==> src/rtl/eh_pkg.sv <==
`default_nettype none
// ----------------------------------------------------------------------------
// eh_pkg: equal-width histogram shared definitions
// Item and result types, command/status bundles, kind and status codes.
// ----------------------------------------------------------------------------
package eh_pkg;

    localparam int MAX_BINS_DEF   = 256;
    localparam int COUNT_BITS_DEF = 32;

    localparam int SAMPLE_W  = 32;
    localparam int DIV_STEPS = SAMPLE_W;
    localparam int DIV_CNT_W = $clog2(DIV_STEPS);

    localparam logic [1:0] KIND_SAMPLE = 2'd0;
    localparam logic [1:0] KIND_READ   = 2'd1;
    localparam logic [1:0] KIND_CLEAR  = 2'd2;

    localparam logic [1:0] ST_OK    = 2'd0;
    localparam logic [1:0] ST_BELOW = 2'd1;
    localparam logic [1:0] ST_CLAMP = 2'd2;
    localparam logic [1:0] ST_SAT   = 2'd3;

    typedef struct packed {
        logic [1:0]                 kind;
        logic signed [SAMPLE_W-1:0] sample;
        logic [7:0]                 read_bin;
    } t_item;

    typedef struct packed {
        logic [7:0]  bin;
        logic [31:0] count;
        logic [1:0]  status;
    } t_result;

    typedef struct packed {
        logic       accept;
        logic       div_load;
        logic       div_step;
        logic       idx_load;
        logic       mem_rd;
        logic       upd;
        logic       clr_step;
        logic       res_zero;
        logic [1:0] res_status;
        logic       out_load;
    } t_cmd;

    typedef struct packed {
        logic [1:0] in_kind;
        logic       below;
        logic       div_done;
        logic       clr_done;
    } t_sts;

endpackage
`default_nettype wire

==> src/rtl/eh_ctrl.sv <==
`default_nettype none
// ----------------------------------------------------------------------------
// eh_ctrl: histogram controller
// Sequences clearing sweeps, the serial divide, the counter update and the
// output handshake.
// ----------------------------------------------------------------------------
module eh_ctrl (
    input  wire logic         i_clk,
    input  wire logic         i_rst_n,
    input  wire logic         i_in_valid,
    output logic              o_in_ready,
    output logic              o_out_valid,
    input  wire logic         i_out_ready,
    input  wire eh_pkg::t_sts i_sts,
    output eh_pkg::t_cmd      o_cmd
);

    typedef enum logic [8:0] {
        S_INIT = 9'b000000001,
        S_IDLE = 9'b000000010,
        S_PREP = 9'b000000100,
        S_DIV  = 9'b000001000,
        S_IDX  = 9'b000010000,
        S_RD   = 9'b000100000,
        S_UPD  = 9'b001000000,
        S_CLR  = 9'b010000000,
        S_DONE = 9'b100000000
    } t_state;

    t_state r_state;
    t_state n_state;
    logic   r_out_valid;
    logic   n_out_valid;

    always_comb begin
        n_state = r_state;
        o_cmd   = '0;
        unique case (r_state)
            S_INIT: begin
                o_cmd.clr_step = 1'b1;
                if (i_sts.clr_done) begin
                    n_state = S_IDLE;
                end
            end
            S_IDLE: begin
                if (i_in_valid) begin
                    o_cmd.accept = 1'b1;
                    unique case (i_sts.in_kind)
                        eh_pkg::KIND_SAMPLE: n_state = S_PREP;
                        eh_pkg::KIND_READ:   n_state = S_RD;
                        eh_pkg::KIND_CLEAR:  n_state = S_CLR;
                        default: begin
                            o_cmd.res_zero   = 1'b1;
                            o_cmd.res_status = eh_pkg::ST_OK;
                            n_state          = S_DONE;
                        end
                    endcase
                end
            end
            S_PREP: begin
                if (i_sts.below) begin
                    o_cmd.res_zero   = 1'b1;
                    o_cmd.res_status = eh_pkg::ST_BELOW;
                    n_state          = S_DONE;
                end else begin
                    o_cmd.div_load = 1'b1;
                    n_state        = S_DIV;
                end
            end
            S_DIV: begin
                o_cmd.div_step = 1'b1;
                if (i_sts.div_done) begin
                    n_state = S_IDX;
                end
            end
            S_IDX: begin
                o_cmd.idx_load = 1'b1;
                n_state        = S_RD;
            end
            S_RD: begin
                o_cmd.mem_rd = 1'b1;
                n_state      = S_UPD;
            end
            S_UPD: begin
                o_cmd.upd = 1'b1;
                n_state   = S_DONE;
            end
            S_CLR: begin
                o_cmd.clr_step = 1'b1;
                if (i_sts.clr_done) begin
                    o_cmd.res_zero   = 1'b1;
                    o_cmd.res_status = eh_pkg::ST_OK;
                    n_state          = S_DONE;
                end
            end
            S_DONE: begin
                if (!r_out_valid || i_out_ready) begin
                    o_cmd.out_load = 1'b1;
                    n_state        = S_IDLE;
                end
            end
            default: n_state = S_INIT;
        endcase
    end

    always_comb begin
        n_out_valid = r_out_valid;
        if (o_cmd.out_load) begin
            n_out_valid = 1'b1;
        end else if (i_out_ready) begin
            n_out_valid = 1'b0;
        end
    end

    always_ff @(posedge i_clk) begin
        if (!i_rst_n) begin
            r_state     <= S_INIT;
            r_out_valid <= 1'b0;
        end else begin
            r_state     <= n_state;
            r_out_valid <= n_out_valid;
        end
    end

    assign o_in_ready  = (r_state == S_IDLE);
    assign o_out_valid = r_out_valid;

endmodule
`default_nettype wire

==> config.mk <==
export PLATFORM = sky130hd
export DESIGN_NAME = eh_ctrl
export DESIGN_NICKNAME = d
export VERILOG_FILES = /design/src/rtl/eh_pkg.sv /design/src/rtl/eh_ctrl.sv
export SDC_FILE = /design/constraint.sdc
export NUM_CORES = 1
export LEC_CHECK = 0
export ABC_AREA = 1
export ABC_CLOCK_PERIOD_IN_PS = 2400
export BUFFER_PORTS_ARGS = -buffer_cell sky130_fd_sc_hd__buf_2
export CAP_MARGIN = 25
export CORE_UTILIZATION = 54
export DETAILED_ROUTE_END_ITERATION = 8
export PLACE_DENSITY = 0.82
export RECOVER_POWER = 25
export SLEW_MARGIN = 20
export SYNTH_ARGS = -nofsm -noshare
export SYNTH_HDL_FRONTEND = slang
export SYNTH_SLANG_ARGS = --single-unit
==> constraint.sdc <==
create_clock -name i_clk -period 2.4 [get_ports i_clk]
set_clock_uncertainty 0.1 [all_clocks]
set_input_delay 0.12 -clock i_clk [delete_from_list [all_inputs] [get_ports i_clk]]
set_output_delay 0.12 -clock i_clk [all_outputs]
set_load 0.005 [all_outputs]
After elaboration in Yosys (flattened, before gate mapping)
Cells that the tools add are included.
W data, S select, Z words.
- equal/unequal tests: 16
- multiplexer cells: 26
- reduce and logical (&&, ||, !) cells: 7
- operator list (kind ; number):
    $pmux W9 S9 ; 1
    $mux W9 ; 6
    $pmux W9 S3 ; 1
    $mux W1 ; 13
    $mux W3 ; 4
    $ne A2 B2 Y1 const B ; 5
    $eq A9 B1 Y1 const B ; 1
    $eq A9 B2 Y1 const B ; 1
    $eq A9 B3 Y1 const B ; 1
    $eq A9 B4 Y1 const B ; 1
    $eq A9 B5 Y1 const B ; 1
    $eq A9 B6 Y1 const B ; 1
    $eq A9 B7 Y1 const B ; 1
    $eq A9 B8 Y1 const B ; 1
    $eq A9 B9 Y1 const B ; 1
    $pmux W3 S3 ; 1
    $reduce_and A5 Y1 ; 1
    $reduce_or A3 Y1 ; 1
    $eq A2 B1 Y1 const B ; 1
    $eq A2 B2 Y1 const B ; 1
    $logic_not A2 Y1 ; 1
    $reduce_bool A2 Y1 ; 1
    $reduce_or A2 Y1 ; 1
    $logic_not A1 Y1 ; 1
    $logic_or A1 B1 Y1 ; 1
- flip-flop bits (word level): 10
- output and inout port bits: 13
- word-level logic and storage cells: 51

Logic depth before layout (Yosys ltp)
Gate-level depths: netlist of the first run.
- depth after elaboration: 5
- mapped depth: 10

Worst setup path before layout of the first run
OpenSTA, ideal clock, no wires.
- path type: flip-flop to flip-flop
- start point: register r_state[0]
- end point: register r_state[3]
- library setup time: 0.113 ns
- arrival: 1.134 ns
- data required time: 2.187 ns
- slack: 1.053 ns
- stages on the path, launching flop included: 11
- clock period less this slack: 1.347 ns
- cells stage by stage: dfxtp_1 nor2_2 nand2_1 nor2_2 nand3_2 nand2_2 inv_2 nand3_4 nand2_1 nand2_1 nor2_1
- cells in the longest elaborated chain, start to end: 3
- RTL lines (what ; line ; RTL):
    from (decl) ; eh_ctrl.sv:30 ; t_state r_state;
    from (signal assigned) ; eh_ctrl.sv:120 ; r_state <= n_state;
    $eq A9 B9 Y1 (tied with other cells) ; eh_ctrl.sv:38 ; unique case (r_state)
    $ne A2 B2 Y1 (no line) ; - ;
    $reduce_and A5 Y1 (no line) ; - ;
Parallel ways exist; a longest one is shown, timed or not.
A chain may end at the register's enable or synchronous reset.

==> results of run 1 <==
-- Yosys cell counts --
cell / instances / area share
a21oi_1: 2 / 0.012
a21oi_2: 2 / 0.021
a31oi_1: 1 / 0.0076
buf_2: 1 / 0.0061
buf_4: 2 / 0.018
conb_1: 1 / 0.0046
dfxtp_1: 10 / 0.24
inv_1: 24 / 0.11
inv_2: 3 / 0.014
inv_4: 1 / 0.0076
nand2_1: 16 / 0.073
nand2_2: 5 / 0.038
nand2_4: 4 / 0.055
nand3_1: 14 / 0.085
nand3_2: 2 / 0.024
nand3_4: 1 / 0.021
nand4_1: 7 / 0.053
nor2_1: 17 / 0.078
nor2_2: 9 / 0.068
nor3_1: 5 / 0.030
nor3_2: 1 / 0.012
o211ai_1: 2 / 0.018
-- layout make-up --
class / instances / area (um^2)
multi-input combinational: 89 / 476.7
fill: 138 / 441.7
sequential: 10 / 200.2
inverter: 28 / 107.6
timing repair buffer: 20 / 98.84
clock buffer: 3 / 22.52
tap: 15 / 18.77
-- worst paths after layout --
| path | startpoint | end | slack (ns) | cells after the start |
|---|---|---|---|---|
| setup / recovery | r_state[0] | o_cmd[3] | 0.52 | 8 |
| hold / removal | i_out_ready | o_out_valid | 0.03 | 4 |
| setup reg to reg | r_state[7] | r_state[4] | 0.68 | 8 |
| hold reg to reg | o_out_valid | o_out_valid | 0.45 | 4 |
-- sequential cells by signal (all words and copies together), names as in the netlist --
| register | flops |
|---|---|
| o_out_valid | 1 |
| r_state | 9 |
-- cell families (layout without fill, tap and decap cells) --
kind of cell | count (synthesis) | count (layout) | synth area share
AOI/OAI and AO/OA | 7 | 7 | 0.05927
other | 1 | 1 | 0.004555
and+or+nand+nor | 81 | 81 | 0.5380
DFF | 10 | 10 | 0.2432
buffers and inverters | 31 | 51 | 0.1550
-- layer usage --
layer | GRT usage | vias to the layer above | part of all wire
met5 | 0 | - | 0
met4 | 0.1333 | 0 | 0.017
met1 | 0.3290 | 400 | 0.43
met2 | 0.4570 | 50 | 0.46
met3 | 0.07065 | 4 | 0.087
li1 | - | 452 | -
-- power by group through the flow --
stage                     logic, W  registers, W  clock network, W
after floorplan           0.000327      0.000219                 0
after global placement    0.000403      0.000222                 0
after detailed placement  0.000411      0.000224                 0
after CTS                 0.000417      0.000220          0.000120
after global routing      0.000440      0.000223          0.000127
final                     0.000394      0.000221          0.000122
-- through the flow --
stage	instances	cell area, um^2
after floorplan	130	823.3
after global placement	162	922.1
after detailed placement	162	922.1
after CTS	165	944.7
after global routing	165	924.6
final	165	924.6
-- tightest hold or removal path, delay by kind of cell --
kind | cells | cell delay (ns)
buf+inv | 2 | 0.12
simple gates | 1 | 0.05
compound gates | 1 | 0.05
==> impl_metrics.tcl, run 1 <==
set metrics [dict create \
    outcome "completed" \
    crit_family "simple AND/OR/NAND/NOR gates" \
    fmax_ghz 0.5320 \
    via_per_inst 5.491 \
    end_kind "output port" \
    placementRows 13 \
    swShare 0.4782 \
    finalSetupTns_ns 0 \
    final_common_cell "inv_1" \
    cp_slowest_cell "dfxtp_1" \
    clkPwrFrac 0.165 \
    start_kind "flop" \
    cap_violations 0 \
    postCtsSetupRepairBufs 0 \
    initial_core_util 0.6026 \
    syn_area_per_cell_um2 6.333 \
    cts_sinks 10 \
    hold_buffers 0 \
    synthDistinctLibCells 22 \
    syn_to_final_growth_pct 12.31 \
    wl_um 2006 \
    routedWlPerCell_um 12.16 \
    grt_pass1_vias 719 \
    syn_area_um2 823.3 \
    critPathRequiredTime_ns 2.18 \
    rsz0062_at_grt "false" \
    syn_nets 139 \
    p_per_area_mw_per_mm2 797.3 \
    ant_nets 0 \
    min_path_type "in2reg" \
    ir_drop_mv 0.4313 \
    layout_common_cells "inv_1 (24), buf_2 (19), nand2_1 (18)" \
    cts_buffers 3 \
    grt_pass1_wl_um 2960 \
    path_class "reg2out" \
    path_max_fanout 4 \
    drive_above_1_share 0.3067 \
    clk_pin_slew_ns 0.07 \
    cts_tree "built" \
    power_w 0.0007372 \
    gr-total-overflow 0 \
    portBuffers 20 \
    grt_max_degree 9 \
    antenna_found_initial 0 \
    cts_root_buf "clkbuf_4" \
    yosys_warnings 0 \
    p_leak_nw 0.5443 \
    setup_viol 0 \
    grt_use_total 0.2774 \
    synth_seq_area_share 0.2432 \
    cp_data_arrival_time_ns 1.66 \
    final_core_util 0.6767 \
    antennaDiodeCount 0 \
    drtIter0Drc 32 \
    drc 0 \
    core_area_mm2 0.001366 \
    crit_chain "nor2_2 > nand2_1 > nor2_2 > nand3_1 > nand3_1 > nand4_1 > o211ai_1 > buf_2" \
    period_needed_ns 1.880 \
    die_h_um 41.05 \
    dpl.hpwl_um 1618 \
    htree_num_levels 1 \
    hold_violations 0 \
    max_stage_delay_ns 0.35 \
    clk_path_buf_depth 2 \
    fp.dieArea_mm2 0.001685 \
    nets 161 \
    synthCells 130 \
    globalplace.congestion 0.8334 \
    p_int_w 0.0003847 \
    vias 906 \
    clk_latency_ns 0.27 \
    ctsResizeCount 0 \
    p_sw_w 0.0003525 \
    firstDrtPassIters 4 \
    place_ws_ns 0.8458 \
    setup_slack_ns 0.5204 \
    pin_count 22 \
    slew_violations 0 \
    final.period_utilization 0.7832 \
    comb_power_share 0.535 \
    path_buf_inv 1 \
    dieWidth_um 41.05 \
    whs_ns 0.02828 \
    synth-seq-cells 10 \
    seqPwrFrac 0.300 \
]
Note: power is estimated with default switching activity, not from simulation.
==> run 2: changes to the inputs <==
--- a/config.mk
+++ b/config.mk
@@ -5,13 +5,13 @@
 export SDC_FILE = /design/constraint.sdc
 export NUM_CORES = 1
 export LEC_CHECK = 0
-export ABC_AREA = 1
-export ABC_CLOCK_PERIOD_IN_PS = 2400
+export ABC_AREA = 0
+export ABC_CLOCK_PERIOD_IN_PS = 1850
 export BUFFER_PORTS_ARGS = -buffer_cell sky130_fd_sc_hd__buf_2
 export CAP_MARGIN = 25
-export CORE_UTILIZATION = 54
+export CORE_UTILIZATION = 50
 export DETAILED_ROUTE_END_ITERATION = 8
-export PLACE_DENSITY = 0.82
+export PLACE_DENSITY = 0.77
 export RECOVER_POWER = 25
 export SLEW_MARGIN = 20
 export SYNTH_ARGS = -nofsm -noshare
==> constraint.sdc (replaced) <==
create_clock -name i_clk -period 1.85 [get_ports i_clk]
set_clock_uncertainty 0.1 [all_clocks]
set_input_delay 0.0925 -clock i_clk [delete_from_list [all_inputs] [get_ports i_clk]]
set_output_delay 0.0925 -clock i_clk [all_outputs]
set_load 0.005 [all_outputs]
==> impl_metrics.tcl, run 2 <==
set metrics [dict create \
    outcome "finished, violations left" \
    violations "setup timing" \
    ir_drop_mv 0.5643 \
    max_stage_delay_ns 0.43 \
    nets 148 \
    clkPwrFrac 0.231 \
    firstDrtPassIters 4 \
    place_area_um2 947.2 \
    antenna_found_initial 0 \
    p_per_area_mw_per_mm2 760.2 \
    fmax_ghz 0.4908 \
    crit_chain "buf_4 > nor4b_4 > a22o_4 > a21boi_4 > or3b_4 > nor4_1" \
    gr-total-overflow 0 \
    end_kind "flop" \
    cp_data_arrival_time_ns 2.09 \
    synthDistinctLibCells 40 \
    min_path_type "in2reg" \
    drtIter0Drc 66 \
    drc 0 \
    slew_violations 0 \
    setup_viol 8 \
    async_flop_share 0 \
    syn_nets 100 \
    synthMostInstantiatedCell "dfxtp_1" \
    swShare 0.4000 \
    syn_area_per_cell_um2 8.483 \
    globalplace.congestion 0.8987 \
    largest_register_ffs 9 \
    synthCells 91 \
    fillers 48 \
    p_int_w 0.0005769 \
    grt_pass1_wl_um 3546 \
    final_core_util 0.9258 \
    power_w 0.0009616 \
    core_area_mm2 0.001366 \
    path_class "reg2reg" \
    vias 1034 \
    synth_edf_count 0 \
    syn_area_um2 772.0 \
    synth.area.top_cells "dfxtp_1 (26%), buf_6 (4.4%), nor2b_1 (4.1%)" \
    p_leak_nw 0.5468 \
    synth_common_cells "dfxtp_1 (10), nor2_1 (8)" \
    drive_above_1_share 0.5507 \
    p_sw_w 0.0003847 \
    wl_met3_um 366 \
    fp.dieArea_mm2 0.001705 \
    hold_violations 0 \
    routedWlPerCell_um 23.85 \
    clk_path_buf_depth 2 \
    final_cell_area_mm2 0.001265 \
    whs_ns 0.07824 \
    layout_common_cells "buf_4 (22), buf_2 (18), nor2_1 (6), dfxtp_4 (6)" \
    grt_use_total 0.3318 \
    grt_max_degree 8 \
    htree_num_levels 1 \
    synth_top_cell_by_area "dfxtp_1" \
    initial_core_util 0.5650 \
    syn_to_final_growth_pct 63.86 \
    dieWidth_um 41.30 \
    cap_violations 0 \
    worst_slew_pin_slew_ns 0.5353 \
    portBuffers 20 \
    dpl.hpwl_um 1632 \
    cts_buffers 3 \
    slew_headroom 0.6339 \
    via_per_inst 6.758 \
    path_max_fanout 4 \
    critPathRequiredTime_ns 1.90 \
    cts_root_buf "clkbuf_4" \
    synth_seq_area_share 0.2593 \
    place_ws_ns -0.09609 \
    start_kind "flop" \
    yosys_warnings 0 \
    comb_power_share 0.488 \
    cp_slowest_cell "or3b_4" \
    final_common_cell "buf_4" \
    wirelength_met1_um 1317 \
    die_h_um 41.30 \
    final.period_utilization 1.101 \
    yosysTopAreaCellShare 0.2593 \
    wl_um 3649 \
    setup_slack_ns -0.1873 \
    seqPwrFrac 0.282 \
    cts_sinks 10 \
    regMostFlops "r_state" \
    pin_count 22 \
    routed-wl-met2_um 1728 \
    period_needed_ns 2.037 \
    clk_pin_slew_ns 0.08 \
    synth-seq-cells 10 \
    synthFlopType "dfxtp_1" \
    top_layer_used "met4" \
    rsz0062_at_grt "true" \
    antennaDiodeCount 0 \
    cts_tree "built" \
    clk_latency_ns 0.29 \
    grt_pass1_vias 804 \
    ant_nets 0 \
    placementRows 13 \
]
## run 2: changes by cell type in the layout (fill, tap and decap cells not counted), sizes merged, moves of 5 or more
cell   before  now
buf        19   44
nor2b       0    5
o21ai       0    5
inv        28    1
nand4       7    2
nor2       26    8
nand3      17    4
nor4        0    5
nand2      25    5
## run 2: cell type report
cell class              instances  area, um^2  share of cell area
inverters                       1       6.256            0.004946
clock buffers                   4       36.28             0.02868
flip-flops and latches         10       224.0              0.1771
repair buffers                 49       344.1              0.2720
well taps                      15       18.77             0.01484
multi-input cells              74       635.6              0.5025
## run 2: per-layer routing
metal  up-vias  GRT usage
met5         -          0
met4         0     0.1210
met3        33    0.05319
met2       102     0.6133
met1       463     0.3791
li1        436          -
## run 2: power by group through the flow
stage	clock (W)	combinational (W)	sequential (W)
6_report	0.000222	0.000469	0.000271
2_1_floorplan	0	0.000207	0.000246
3_3_place_gp	0	0.000296	0.000262
3_5_place_dp	0	0.000302	0.000265
5_1_grt	0.000235	0.000506	0.000269
4_1_cts	0.000213	0.000379	0.000264
## run 2: logic make-up (layout without fill, tap and decap cells)
logic type / after synthesis / count (layout) / share of synthesized area
other cells: 1 / 1 / 0.004858
flops: 10 / 10 / 0.2593
buf+inv: 7 / 54 / 0.07779
compound gates: 17 / 17 / 0.1799
simple gates: 53 / 53 / 0.4441
xor+xnor: 3 / 3 / 0.03404
## run 2: stage by stage
| stage | instances | setup TNS (ns) |
|---|---|---|
| 6_report | 153 | -0.5315 |
| 5_1_grt | 153 | -0.9001 |
| 4_1_cts | 147 | -0.08083 |
| 3_5_place_dp | 135 | -0.09609 |
| 3_3_place_gp | 135 | 0 |
| 2_1_floorplan | 91 | 0 |
## run 2: worst paths after layout
path	startpoint	endpoint	slack [ns]	cells after the start
setup / recovery	r_state[6]	r_state[2]	-0.19	6
hold / removal	i_sts[2]	r_state[3]	0.08	3
setup reg to reg	r_state[6]	r_state[2]	-0.19	6
hold reg to reg	r_state[0]	r_state[0]	0.50	2
## run 2: worst max-delay path, delay by kind of cell, from the launching register on
family / cells / cell delay (ns)
simple gates: 3 / 0.84
compound gates: 2 / 0.44
flops: 1 / 0.38
buf+inv: 1 / 0.14
## run 2: repair_timing
action	CTS	global route
setup endpoints to repair	9	13
endpoints found under the hold margin	4	0
resized for setup	24	17
setup buffers	4	6
pin swaps	6	9
hold buffers	4	0
==> run 3: changes to the inputs <==
--- a/config.mk
+++ b/config.mk
@@ -9,9 +9,10 @@
 export ABC_CLOCK_PERIOD_IN_PS = 1850
 export BUFFER_PORTS_ARGS = -buffer_cell sky130_fd_sc_hd__buf_2
 export CAP_MARGIN = 25
-export CORE_UTILIZATION = 50
+export CORE_UTILIZATION = 53
+export CTS_BUF_LIST = sky130_fd_sc_hd__clkbuf_8
 export DETAILED_ROUTE_END_ITERATION = 8
-export PLACE_DENSITY = 0.77
+export PLACE_DENSITY = 0.81
 export RECOVER_POWER = 25
 export SLEW_MARGIN = 20
 export SYNTH_ARGS = -nofsm -noshare
==> impl_metrics.tcl, run 3 (synthesized netlist as in run 2, its figures left out) <==
set metrics [dict create \
    ant_nets 0 \
    reg2reg_from "r_state[7]" \
    via_per_inst 6.313 \
    p_leak_nw 0.5329 \
    rsz0062_at_grt "true" \
    final_cell_area_mm2 0.001222 \
    dieWidth_um 40.17 \
    htree_num_levels 1 \
    end_kind "flop" \
    antenna_found_initial 0 \
    setup_slack_ns -0.01553 \
    path_max_fanout 5 \
    cp_data_arrival_time_ns 1.90 \
    gr-total-overflow 0 \
    routedWlPerCell_um 17.67 \
    setup_viol 2 \
    fmax_ghz 0.5360 \
    drive_above_1_share 0.5407 \
    largest_register_ffs 9 \
    layout_common_cells "buf_4 (20), buf_2 (19), nor2_1 (6)" \
    outcome "finished, violations left" \
    period_needed_ns 1.866 \
    reg2regPathDepth 5 \
    path_class "reg2reg" \
    firstDrtPassIters 4 \
    cts_buffers 3 \
    initial_core_util 0.5788 \
    dp_cells 134 \
    cts_root_buf "clkbuf_8" \
    nets 145 \
    final_common_cell "buf_4" \
    ir_drop_mv 0.6784 \
    die_h_um 40.17 \
    globalplace.congestion 0.8269 \
    antennaDiodeCount 0 \
    place_ws_ns -0.03782 \
    placementRows 13 \
    syn_to_final_growth_pct 58.35 \
    critPathRequiredTime_ns 1.88 \
    whs_path_depth 3 \
    core_area_mm2 0.001334 \
    slew_violations 0 \
    holdPathEnd "r_state[7]" \
    top_layer_used "met4" \
    grt_pass1_wl_um 3443 \
    wl_um 2650 \
    wirelength_met1_um 1042 \
    regMostFlops "r_state" \
    violations "setup timing" \
    cts_sinks 10 \
    dpl.hpwl_um 1544 \
    start_kind "flop" \
    final.period_utilization 1.008 \
    grt_pass1_vias 759 \
    p_per_area_mw_per_mm2 784.4 \
    grt_max_degree 8 \
    pin_count 22 \
    cts_tree "built" \
    min_path_type "in2reg" \
    timing.rr.end "r_state[8]" \
    grt_use_total 0.3314 \
    drtIter0Drc 32 \
    r2r_slack_ns -0.02 \
    layout.cells.non_filler 150 \
    wl_met3_um 220 \
    routed-wl-met2_um 1233 \
    hold_violations 0 \
    min_from "i_in_valid" \
    clk_pin_slew_ns 0.05 \
    cap_violations 0 \
    fp.dieArea_mm2 0.001613 \
    place_area_um2 939.7 \
    clk_latency_ns 0.24 \
    vias 947 \
    drc 0 \
    clk_path_buf_depth 2 \
    portBuffers 20 \
]
run 3: layout make-up:
class                   count  area [um^2]
clock buffers               4        55.05
fillers                    51        111.4
inverters                   1        3.754
multi-input cells          74        611.8
flip-flops and latches     10        221.5
well taps                  15        18.77
repair buffers             46        311.5
run 3: power breakdown:
part           internal, W  switching (W)
clock network     0.000187      0.0000897
logic             0.000216       0.000204
registers         0.000227      0.0000345
run 3: repair_timing:
item,CTS,global route
hold buffers,4,0
hold endpoints to repair,3,0
resized for setup,12,23
endpoints found under the setup margin,7,11
pin swaps,3,7
buffers inserted,4,4
run 3: critical path, cell delays in order (launching register included):
cell and delay, ns:
dfxtp_4 0.37, xor2_2 0.19, a22o_4 0.24, a21boi_2 0.15, or3b_4 0.42, o41ai_2 0.29
run 3: metrics by stage:
| step | util | total power, W | hold slack [ns] | TNS, ns |
|---|---|---|---|---|
| CTS | 0.8265 | 0.0008767 | 0.1346 | -0.003162 |
| detailed placement | 0.7045 | 0.0005674 | 0.2135 | -0.03782 |
| global route | 0.9165 | 0.001004 | 0.1482 | -0.2603 |
| floorplan | - | 0.0004534 | 0.06433 | 0 |
| finish | 0.9165 | 0.0009589 | 0.1289 | -0.02696 |
| global placement | 0.7045 | 0.0005634 | 0.2154 | 0 |
run 3: how the worst max path moves through the flow:
stage	start	slack [ns]	end	depth (start not counted)
after floorplan	r_state[8]	0.06	r_state[8]	6
after global placement	r_state[6]	0.06	o_cmd[7]	5
after detailed placement	r_state[7]	-0.04	r_state[8]	5
after CTS	r_state[6]	-0.003	o_cmd[6]	5
after global routing	r_state[4]	-0.07	o_cmd[3]	6
final	r_state[7]	-0.02	r_state[8]	5
run 3: metal layers:
| layer | vias up | global-route usage |
|---|---|---|
| met5 | - | 0 |
| met4 | 0 | 0.1897 |
| met3 | 18 | 0.06667 |
| met2 | 60 | 0.5202 |
| met1 | 441 | 0.4169 |
| li1 | 428 | - |
